--- src/rtl/core/hte_pkg.sv ---
// ----------------------------------------------------------------------------
// hte_pkg: shared types and constants for the variable-length code packer
// Request kinds, table entry layout, code length limit and load clamping.
// ----------------------------------------------------------------------------
package hte_pkg;

  // request kinds carried on the input tuser
  typedef enum logic [1:0] {
    REQ_LOAD   = 2'd0,
    REQ_ENCODE = 2'd1,
    REQ_FINISH = 2'd2
  } req_type_t;

  // longest code the packer accepts, and the effective limit of the table
  localparam int          MAX_CODE_LEN   = 32;
  localparam int          CODE_W         = 32;
  localparam int          LEN_W          = 6;
  localparam logic [LEN_W-1:0] CODE_LEN_LIMIT =
    LEN_W'((MAX_CODE_LEN < CODE_W) ? MAX_CODE_LEN : CODE_W);

  // pending bits plus the longest code
  localparam int PEND_W = 7;
  localparam int ACC_W  = PEND_W + CODE_W;

  // one table entry: masked code word and its length
  typedef struct packed {
    logic [CODE_W-1:0] code;
    logic [LEN_W-1:0]  len;
  } hte_entry_t;

  // clamp the length and drop code bits above it
  function automatic hte_entry_t hte_clamp_entry(input logic [CODE_W-1:0] word,
                                                 input logic [LEN_W-1:0]  len);
    hte_entry_t        e;
    logic [LEN_W-1:0]  l;
    logic [CODE_W-1:0] mask;
    l    = (len > CODE_LEN_LIMIT) ? CODE_LEN_LIMIT : len;
    mask = (l >= LEN_W'(CODE_W)) ? '1 : ~({CODE_W{1'b1}} << l);
    e.code = word & mask;
    e.len  = l;
    return e;
  endfunction

endpackage

--- src/rtl/core/hte_pack.sv ---
// ----------------------------------------------------------------------------
// hte_pack: bit accumulator and byte drain
// Merges a looked-up code into the pending bits, and shifts the completed
// bytes (or the finish pair) out one per cycle while the output is ready, through a registered drain.
// ----------------------------------------------------------------------------
module hte_pack (
  input  logic                clk,
  input  logic                rst,
  input  logic                in_valid,
  input  logic                in_finish,
  output logic                in_ready,
  input  hte_pkg::hte_entry_t entry,
  input  logic                entry_hit,
  output logic                out_valid,
  input  logic                out_ready,
  output logic [7:0]          out_byte,
  output logic                out_last
);
  import hte_pkg::*;

  logic                s1_valid;
  logic                s1_finish;
  logic [PEND_W-1:0]   pending_bits;
  logic [2:0]          pending_count;
  logic [31:0]         drain_word;
  logic [2:0]          drain_count;

  logic [LEN_W-1:0]    eff_len;
  logic [CODE_W-1:0]   eff_code;
  logic [ACC_W-1:0]    acc;
  logic [ACC_W-1:0]    full;
  logic [5:0]          total;
  logic [2:0]          rem;
  logic [2:0]          nbytes;
  logic [5:0]          shamt;
  logic [31:0]         enc_word;
  logic [7:0]          fin_byte;
  logic [31:0]         s1_word;
  logic [2:0]          s1_bytes;
  logic [PEND_W-1:0]   pending_bits_next;
  logic [2:0]          pending_count_next;
  logic                drain_free;
  logic                s1_go;

  // merge the code into the accumulator and split off whole bytes
  always_comb begin
    eff_len  = entry_hit ? entry.len  : '0;
    eff_code = entry_hit ? entry.code : '0;
    acc      = (ACC_W'(pending_bits) << eff_len) | ACC_W'(eff_code);
    total    = 6'(pending_count) + eff_len;
    rem      = total[2:0];
    nbytes   = total[5:3];
    full     = acc >> rem;
    shamt    = 6'd32 - {nbytes, 3'b000};
    enc_word = full[31:0] << shamt;
    fin_byte = (pending_count != 3'd0)
             ? 8'({1'b0, pending_bits} << (4'd8 - 4'(pending_count)))
             : 8'd0;
    if (s1_finish) begin
      s1_word            = {fin_byte, 5'd0, pending_count, 16'd0};
      s1_bytes           = 3'd2;
      pending_bits_next  = '0;
      pending_count_next = '0;
    end else begin
      s1_word            = enc_word;
      s1_bytes           = nbytes;
      pending_bits_next  = acc[PEND_W-1:0] & ~({PEND_W{1'b1}} << rem);
      pending_count_next = rem;
    end
  end

  // stage advances when it has no bytes or its bytes fit in the drain
  assign drain_free = (drain_count == 3'd0) || (drain_count == 3'd1 && out_ready);
  assign s1_go      = s1_valid && ((s1_bytes == 3'd0) || drain_free);
  assign in_ready   = !s1_valid || s1_go;

  // lookup stage control and pending bits
  always_ff @(posedge clk) begin
    if (rst) begin
      s1_valid      <= 1'b0;
      s1_finish     <= 1'b0;
      pending_bits  <= '0;
      pending_count <= '0;
    end else begin
      if (in_ready) begin
        s1_valid  <= in_valid;
        s1_finish <= in_finish;
      end
      if (s1_go) begin
        pending_bits  <= pending_bits_next;
        pending_count <= pending_count_next;
      end
    end
  end

  // byte drain, top byte first
  always_ff @(posedge clk) begin
    if (rst) begin
      drain_count <= '0;
    end else if (s1_go && s1_bytes != 3'd0) begin
      drain_count <= s1_bytes;
    end else if (out_valid && out_ready) begin
      drain_count <= drain_count - 3'd1;
    end
  end

  always_ff @(posedge clk) begin
    if (s1_go && s1_bytes != 3'd0) begin
      drain_word <= s1_word;
    end else if (out_valid && out_ready) begin
      drain_word <= {drain_word[23:0], 8'd0};
    end
  end

  assign out_valid = (drain_count != 3'd0);
  assign out_byte  = drain_word[31:24];
  assign out_last  = (drain_count == 3'd1);

endmodule

--- config.mk ---
export PLATFORM = sky130hd
export DESIGN_NAME = hte_pack
export DESIGN_NICKNAME = d
export VERILOG_FILES = /design/src/rtl/core/hte_pkg.sv /design/src/rtl/core/hte_pack.sv
export SDC_FILE = /design/constraint.sdc
export NUM_CORES = 1
export LEC_CHECK = 0
export ABC_AREA = 1
export BUFFER_PORTS_ARGS = -buffer_cell sky130_fd_sc_hd__buf_2
export CORE_MARGIN = 3
export CORE_UTILIZATION = 45
export DETAILED_ROUTE_END_ITERATION = 10
export PLACE_DENSITY_LB_ADDON = 0.2
export SLEW_MARGIN = 15
export SYNTH_ARGS = -nofsm -noshare
export SYNTH_HDL_FRONTEND = slang
export SYNTH_SLANG_ARGS = --single-unit
--- constraint.sdc ---
create_clock -name clk -period 3.9 [get_ports clk]
set_clock_uncertainty 0.2 [all_clocks]
set_input_delay 0 -clock clk [delete_from_list [all_inputs] [get_ports clk]]
set_output_delay 0 -clock clk [all_outputs]
set_load 0.005 [all_outputs]
==> results.json, run 1 <==
{
  "timing_hold_violations_final": 0,
  "layout.nets": 970,
  "finalSetupTns_ps": 0,
  "r2r-end": "drain_count[1]",
  "synth_area_leaders": "nand3_1 30%, edfxtp_1 18%, nand2_1 14%",
  "reg2reg_slack_ps": 430,
  "worst_ep_arrival_time_ps": 3500,
  "cpPeakStageDelay_ps": 550,
  "clock_sinks": 47,
  "utilization_pct": 50.8,
  "startpoint_type": "flop",
  "dpl.hpwl_mm": 15.2,
  "whs_endpoint": "pending_bits[4]",
  "netlist_area_um2": 5460,
  "portBuffers": 54,
  "hold_depth": 5,
  "worst_pin_slew_ps": 876,
  "status": "finished clean",
  "reg2reg_from": "pending_count[0]",
  "final_common_cell": "nand3_1",
  "hp-class": "input pin to flop",
  "final_cell_mix": "325 x nand3_1, 209 x nand2_1, 54 x buf_2",
  "ys_ff_latch": 47,
  "num_antenna_cells": 0,
  "core_um2": 11600,
  "drtIter0Drc": 802,
  "fin_crit_ps": 3470,
  "h-tree-depth": 2,
  "start_util_pct": 47.0,
  "cts_resized": 0,
  "drc": 0,
  "numCtsBuffers": 5,
  "vias": 6419,
  "vias_per_cell": 6.04,
  "antenna_found_initial": 0,
  "holdWs_ps": 1.64,
  "clock_latency_ps": 280,
  "rsz0062_at_grt": "no",
  "ant_nets": 0,
  "grt_use_total_pct": 28.9,
  "cts_root_buffer": "clkbuf_16",
  "pin_count": 55,
  "cap_viol_max_count": 0,
  "die_x_um": 116,
  "synth-edff-count": 32,
  "clkTransAtPathRegs_ps": 70,
  "endpoint_kind": "flop",
  "post_layout_nonfiller_instances": 1062,
  "clockBufferDepth": 2,
  "overflow": 0,
  "ys.flop_type": "edfxtp_1",
  "reg2reg_depth": 15,
  "gp_congestion": 1.01,
  "first_global_vias": 6049,
  "synthesis.nets": 954,
  "ys_seq_area_share_pct": 23.1,
  "netlist.area_leader.share_pct": 29.8,
  "powerDensity_nw_per_um2": 461,
  "syn_to_final_growth_pct": 8.04,
  "drive_gt1_share_pct": 12.1,
  "worst-setup-path-type": "flop to flop",
  "ys.warnings.count": 0,
  "syn_inst": 902,
  "path_max_fanout": 31,
  "grt_max_degree": 39,
  "cts_tree": "yes",
  "yosysUniqueCellTypes": 42,
  "die_area_um2": 13500,
  "synth_area_per_cell_um2": 6.05,
  "dp_cells": 1048,
  "period_share_pct": 89.1,
  "routed_wl_mm": 19.2,
  "relSlewSlack_pct": 41.4,
  "p_leak_nw": 2.75,
  "fmax_mhz": 288,
  "p_total_mw": 2.72,
  "setup_viol": 0,
  "ir_drop_uv": 198,
  "synth_top_area_cell": "nand3_1",
  "crit_slowest_cell": "dfxtp_1",
  "cp.required_ps": 3930,
  "slew_violations": 0,
  "post_cts_buffers": 0,
  "async_flop_share_pct": 0,
  "drt_first_pass_iters": 6,
  "row_count": 39,
  "grt_pass1_wl_mm": 30.6,
  "die_h_um": 116,
  "crit_chain": "inv_2 -> nor2_4 -> ha_1 -> inv_1 -> nand2_2 -> nand2_2 -> a21oi_2 -> xor2_1 -> nor2_1 -> nand3_2 -> nand3_4 -> inv_2 -> o21ai_0 -> a21oi_1 -> dlygate4sd3_1",
  "min_from": "entry[10]",
  "routedWlPerCell_um": 18.1
}
-- stage by stage --
stage               worst slack (ps)  area (um^2)
global route                    65.6         5900
global placement                 670         5670
detailed placement               635         5670
CTS                              424         5900
finish                           425         5900
floorplan                        837         5460
-- cell families (layout without fill, tap and decap cells) --
kind of cell    count (synthesis)  in the layout  synth area share, %
fa+ha+maj                       8              8                 1.83
xor+xnor                        2              2                0.321
simple gates                  619            619                 53.3
compound gates                105            105                 11.4
flops                          47             47                 23.1
buf+inv                       121            138                 10.1
-- routing by layer --
metal / vias to the layer above / part of all wire [%] / wire [um] / global-route usage, %
met4: 0 / 3.9 / 755 / 10.9
met3: 50 / 6.9 / 1330 / 4.04
li1: 3157 / - / - / -
met2: 284 / 44 / 8450 / 46.0
met5: - / 0 / 0 / 0
met1: 2928 / 45 / 8660 / 39.8
-- how the worst max path moves through the flow --
| stage | start | to | slack (ps) | cells after the start |
|---|---|---|---|---|
| after floorplan | entry_hit | drain_word[22] | 840 | 17 |
| after detailed placement | entry_hit | drain_word[29] | 640 | 14 |
| final | pending_count[0] | drain_count[1] | 430 | 15 |
| after global routing | pending_count[0] | drain_count[1] | 70 | 15 |
| after global placement | entry_hit | drain_word[29] | 670 | 14 |
| after CTS | pending_count[0] | drain_count[1] | 420 | 15 |
-- power breakdown --
part           switching, mW  leakage, nW  total (mW)  internal [mW]
clock                  0.190       0.0804       0.495          0.305
sequential            0.0673        0.430       0.872          0.805
combinational          0.894         2.24        1.35          0.457
-- flip-flops by register name, summed over array words and instances (netlist names) --
signal / cells
pending_count: 3
s1_finish: 1
drain_count: 3
pending_bits: 7
drain_word: 32
s1_valid: 1
-- critical path: cells and delay by family, from the launching register on --
family | cells | cell delay, ps
fa+ha+maj | 1 | 150
buf+inv | 4 | 1040
flops | 1 | 550
compound gates | 3 | 440
simple gates | 6 | 780
xor+xnor | 1 | 240
-- final cells by class --
type | instances | area, um^2
Multi-Input combinational cell | 734 | 3650
Tap cell | 143 | 179
Clock inverter | 3 | 46.3
Clock buffer | 5 | 125
Fill cell | 1267 | 5710
Sequential cell | 47 | 1260
Inverter | 58 | 220
Timing Repair Buffer | 72 | 420
-- synthesized netlist by cell type, types with 4 or more instances --
cell type,count
nand3_1,325
nand2_1,209
inv_1,47
nor2_1,36
a21oi_1,34
o21ai_0,33
edfxtp_1,32
clkbuf_1,24
buf_2,22
nand4_1,18
dfxtp_1,15
buf_4,12
nand2_2,10
a21boi_1,8
ha_1,8
a21o_1,7
inv_2,7
or2_1,5
or2_2,5
a211oi_1,4
a21oi_2,4
-- timing repair --
| action | CTS | global route |
|---|---|---|
| endpoints found under the hold margin | 12 | 0 |
| endpoints found under the setup margin | 0 | 0 |
| hold buffers | 6 | 0 |
Power figures use the tool's default switching activity.
==> run 2: changes to the inputs <==
RECOVER_POWER = 25   (was unset)
==> results.json, run 2 (synthesized netlist as in run 1, its figures left out) <==
{
  "status": "finished clean",
  "gp_congestion": 1.01,
  "crit_chain": "inv_2 -> nor2_4 -> ha_1 -> inv_1 -> nand2_1 -> nand2_2 -> a21oi_1 -> xor2_1 -> nor2_1 -> nand3_2 -> nand3_4 -> inv_2 -> o21ai_0 -> a21oi_1 -> dlygate4sd3_1",
  "grt_max_degree": 39,
  "clkTransAtPathRegs_ps": 70,
  "fin_crit_ps": 3520,
  "relSlewSlack_pct": 42.1,
  "antenna_found_initial": 0,
  "post_cts_buffers": 0,
  "hp-class": "input pin to flop",
  "h-tree-depth": 2,
  "start_util_pct": 47.0,
  "syn_to_final_growth_pct": 7.56,
  "overflow": 0,
  "worst_pin_slew_ps": 865,
  "dpl-instance-area_um2": 5670,
  "timing.final.ws_setup_ps": 385,
  "final_cell_mix": "325 x nand3_1, 211 x nand2_1, 47 x inv_1",
  "portBuffers": 54,
  "clockBufferDepth": 2,
  "timing_hold_violations_final": 0,
  "ir_drop_uv": 199,
  "postLayoutCellArea_um2": 5870,
  "period_share_pct": 90.1,
  "cts_root_buffer": "clkbuf_16",
  "routedWlPerCell_um": 18.2,
  "slew_violations": 0,
  "dpl.hpwl_mm": 15.2,
  "grt_pass1_wl_mm": 30.6,
  "regArea_um2": 1260,
  "finalSetupTns_ps": 0,
  "drt_first_pass_iters": 7,
  "clock_latency_ps": 280,
  "n_fill_cell": 1272,
  "die_area_um2": 13500,
  "final_common_cell": "nand3_1",
  "clock_sinks": 47,
  "dpl_worst_slack_ps": 635,
  "core_um2": 11600,
  "cts_tree": "yes",
  "startpoint_type": "flop",
  "cap_viol_max_count": 0,
  "cpPeakStageDelay_ps": 550,
  "largest_reg_flops": 32,
  "row_count": 39,
  "vias_per_cell": 6.08,
  "powerDensity_nw_per_um2": 461,
  "die_h_um": 116,
  "num_antenna_cells": 0,
  "ant_nets": 0,
  "routed_wl_mm": 19.3,
  "setup_viol": 0,
  "path_max_fanout": 31,
  "p_leak_nw": 2.73,
  "drtIter0Drc": 819,
  "numCtsBuffers": 5,
  "multi_input_area_um2": 3630,
  "worst_ep_arrival_time_ps": 3550,
  "first_global_vias": 6049,
  "layout.nets": 970,
  "grt_use_total_pct": 28.9,
  "die_x_um": 116,
  "pin_count": 55,
  "rsz0062_at_grt": "no",
  "crit_slowest_cell": "dfxtp_1",
  "top_regs": "drain_word (32), pending_bits (7)",
  "holdWs_ps": 10.6,
  "drc": 0,
  "vias": 6462,
  "endpoint_kind": "flop",
  "utilization_pct": 50.6,
  "drive_gt1_share_pct": 10.8,
  "cp.required_ps": 3930,
  "top_register": "drain_word",
  "fmax_mhz": 284,
  "worst-setup-path-type": "flop to flop"
}
[run 2: changes by cell type in the layout (fill, tap and decap cells not counted), moves of 2 or more]
| cell | before | now |
|---|---|---|
| buf_2 | 54 | 46 |
| clkbuf_1 | 0 | 8 |
| nand2_1 | 209 | 211 |
| nand2_2 | 10 | 8 |
[run 2: layer usage]
| layer | vias up | part of all wire [%] | track usage (%) |
|---|---|---|---|
| li1 | 3161 | - | - |
| met5 | - | 0 | 0 |
| met4 | 0 | 3.5 | 10.9 |
| met3 | 42 | 7.6 | 4.04 |
| met2 | 327 | 44 | 46.0 |
| met1 | 2932 | 45 | 39.8 |
[run 2: per-stage QoR]
step / std cells / power [mW]
finish: 1062 / 2.71
global route: 1062 / 2.91
CTS: 1062 / 2.71
detailed placement: 1048 / 2.20
global placement: 1048 / 2.20
floorplan: 902 / 1.89
[run 2: worst max-delay path: cells and delay by family (launching register included)]
family                     cells  cell delay (ps)
adders and majority gates      1              150
buffers and inverters          4             1040
AOI/OAI and AO/OA              3              470
xor gates and xnor gates       1              240
DFF                            1              550
and+or+nand+nor                6              800
[run 2: worst paths after layout]
check             cells past startpoint              end              from  slack (ps)
setup reg to reg                     15   drain_count[1]  pending_count[0]         380
hold / removal                        5  pending_bits[4]         entry[10]          10
hold reg to reg                       2  pending_bits[3]   pending_bits[3]         300
setup / recovery                     15   drain_count[1]  pending_count[0]         380
[run 2: power by group]
part           internal, mW  total [mW]  switching, mW
Clock                 0.305       0.496          0.191
Combinational         0.445        1.34          0.896
Sequential            0.805       0.872         0.0669
[run 2: timing repair]
| item | CTS | global route |
|---|---|---|
| hold buffers | 6 | 0 |
| resized for setup | 0 | 0 |
| hold endpoints to repair | 12 | 0 |
[run 2: cell type report]
class | instances | share of cell area, %
repair buffers | 72 | 6.99
flip-flops and latches | 47 | 21.5
well taps | 143 | 3.05
clock inverters | 3 | 0.788
multi-input cells | 734 | 61.8
inverters | 58 | 3.75
clock buffers | 5 | 2.13
==> run 3: changes to the inputs <==
==> constraint.sdc (replaced) <==
create_clock -name clk -period 3.9 [get_ports clk]
set_clock_uncertainty 0.2 [all_clocks]
set_input_delay 0.39 -clock clk [delete_from_list [all_inputs] [get_ports clk]]
set_output_delay 0.39 -clock clk [all_outputs]
set_load 0.005 [all_outputs]
==> results.json, run 3 (synthesized netlist as in run 1, its figures left out) <==
{
  "power_switching_mw": 1.17,
  "clockBufferDepth": 2,
  "grt_use_total_pct": 30.6,
  "worst_ep_arrival_time_ps": 3230,
  "setup_viol": 0,
  "vias_per_cell": 6.16,
  "relSlewSlack_pct": 55.7,
  "ir_drop_uv": 250,
  "worst_pin_slew_ps": 664,
  "top_register": "drain_word",
  "path_max_fanout": 18,
  "p_total_mw": 2.65,
  "startpoint_type": "flop",
  "hp-class": "input pin to flop",
  "dp_cells": 1051,
  "finalSetupTns_ps": 0,
  "cts_hold_buf": 0,
  "utilization_pct": 50.1,
  "hold_depth": 3,
  "pin_count": 55,
  "layout.nets": 967,
  "largest_reg_flops": 32,
  "vias": 6520,
  "clkTransAtPathRegs_ps": 70,
  "grt_pass1_wl_mm": 31.8,
  "cap_viol_max_count": 0,
  "die_area_um2": 13500,
  "row_count": 39,
  "status": "finished clean",
  "clock_latency_ps": 290,
  "dpl.hpwl_mm": 15.8,
  "syn_to_final_growth_pct": 6.46,
  "cts_resized": 0,
  "drc": 0,
  "drive_gt1_share_pct": 11.1,
  "powerDensity_nw_per_um2": 456,
  "cts_root_buffer": "clkbuf_16",
  "start_util_pct": 47.0,
  "core_um2": 11600,
  "final_cell_mix": "325 x nand3_1, 210 x nand2_1, 48 x inv_1",
  "drtIter0Drc": 824,
  "power_frac_clock_pct": 16.0,
  "holdWs_ps": 123,
  "swShare_pct": 44.1,
  "p_leak_nw": 2.70,
  "grt_max_degree": 41,
  "worst-setup-path-type": "flop to flop",
  "rsz0062_at_grt": "no",
  "final_common_cell": "nand3_1",
  "die_h_um": 116,
  "h-tree-depth": 2,
  "portBuffers": 54,
  "routed_wl_mm": 20.0,
  "antenna_found_initial": 0,
  "drt_first_pass_iters": 6,
  "seqPwrFrac_pct": 33.0,
  "internal_power_mw": 1.48,
  "ant_nets": 0,
  "fin_crit_ps": 3410,
  "slew_violations": 0,
  "cp.required_ps": 3720,
  "post_layout_nonfiller_instances": 1059,
  "overflow": 0,
  "cts_tree": "yes",
  "endpoint_kind": "flop",
  "gp_congestion": 1.01,
  "reg2reg_depth": 13,
  "top_regs": "drain_word (32), pending_bits (7)",
  "routedWlPerCell_um": 18.9,
  "first_global_vias": 5927,
  "timing_hold_violations_final": 0,
  "die_x_um": 116,
  "post_cts_buffers": 0,
  "period_share_pct": 87.5,
  "fmax_mhz": 293,
  "num_antenna_cells": 0,
  "numCtsBuffers": 5,
  "pwr-share-comb_pct": 51.1,
  "clock_sinks": 47
}
run 3: critical path: stages (launching register included):
cell,delay (ps)
dfxtp_1,540
inv_1,250
nor2_4,180
ha_1,150
inv_1,40
nand2_2,70
nand2_2,70
a21oi_2,130
xor2_1,300
nor2_1,90
nand3_2,140
nand3_4,230
a221oi_1,580
a21oi_1,140
run 3: final timing paths:
path / startpoint / endpoint / slack [ps]
setup / recovery: pending_count[0] / drain_word[31] / 490
hold / removal: in_finish / s1_finish / 120
setup reg to reg: pending_count[0] / drain_word[31] / 490
hold reg to reg: drain_word[7] / drain_word[15] / 320
run 3: per-stage QoR:
stage / setup WS (ps) / cell area (um^2)
after floorplan: 447 / 5460
after global placement: 487 / 5690
after detailed placement: 477 / 5690
after CTS: 665 / 5830
after global routing: 180 / 5810
final: 486 / 5810
run 3: power by group through the flow:
stage	registers, mW	clock network (mW)	logic (mW)
final	0.875	0.423	1.36
after floorplan	0.857	0	1.03
after global routing	0.894	0.451	1.52
after CTS	0.877	0.429	1.35
after detailed placement	0.887	0	1.35
after global placement	0.881	0	1.35
run 3: layout make-up:
type / instances / area (um^2)
fill: 1295 / 5800
multi-input combinational: 734 / 3640
sequential: 47 / 1260
timing repair buffer: 69 / 373
inverter: 58 / 220
tap: 143 / 179
clock buffer: 6 / 129
clock inverter: 2 / 13.8
run 3: routing by layer:
layer  track usage (%)  part of all wire (%)  up-vias
met1              42.1                    43     2944
met3              7.46                   9.1       60
met5                 0                     0        -
li1                  -                     -     3163
met4              11.9                   4.1        0
met2              46.3                    44      353
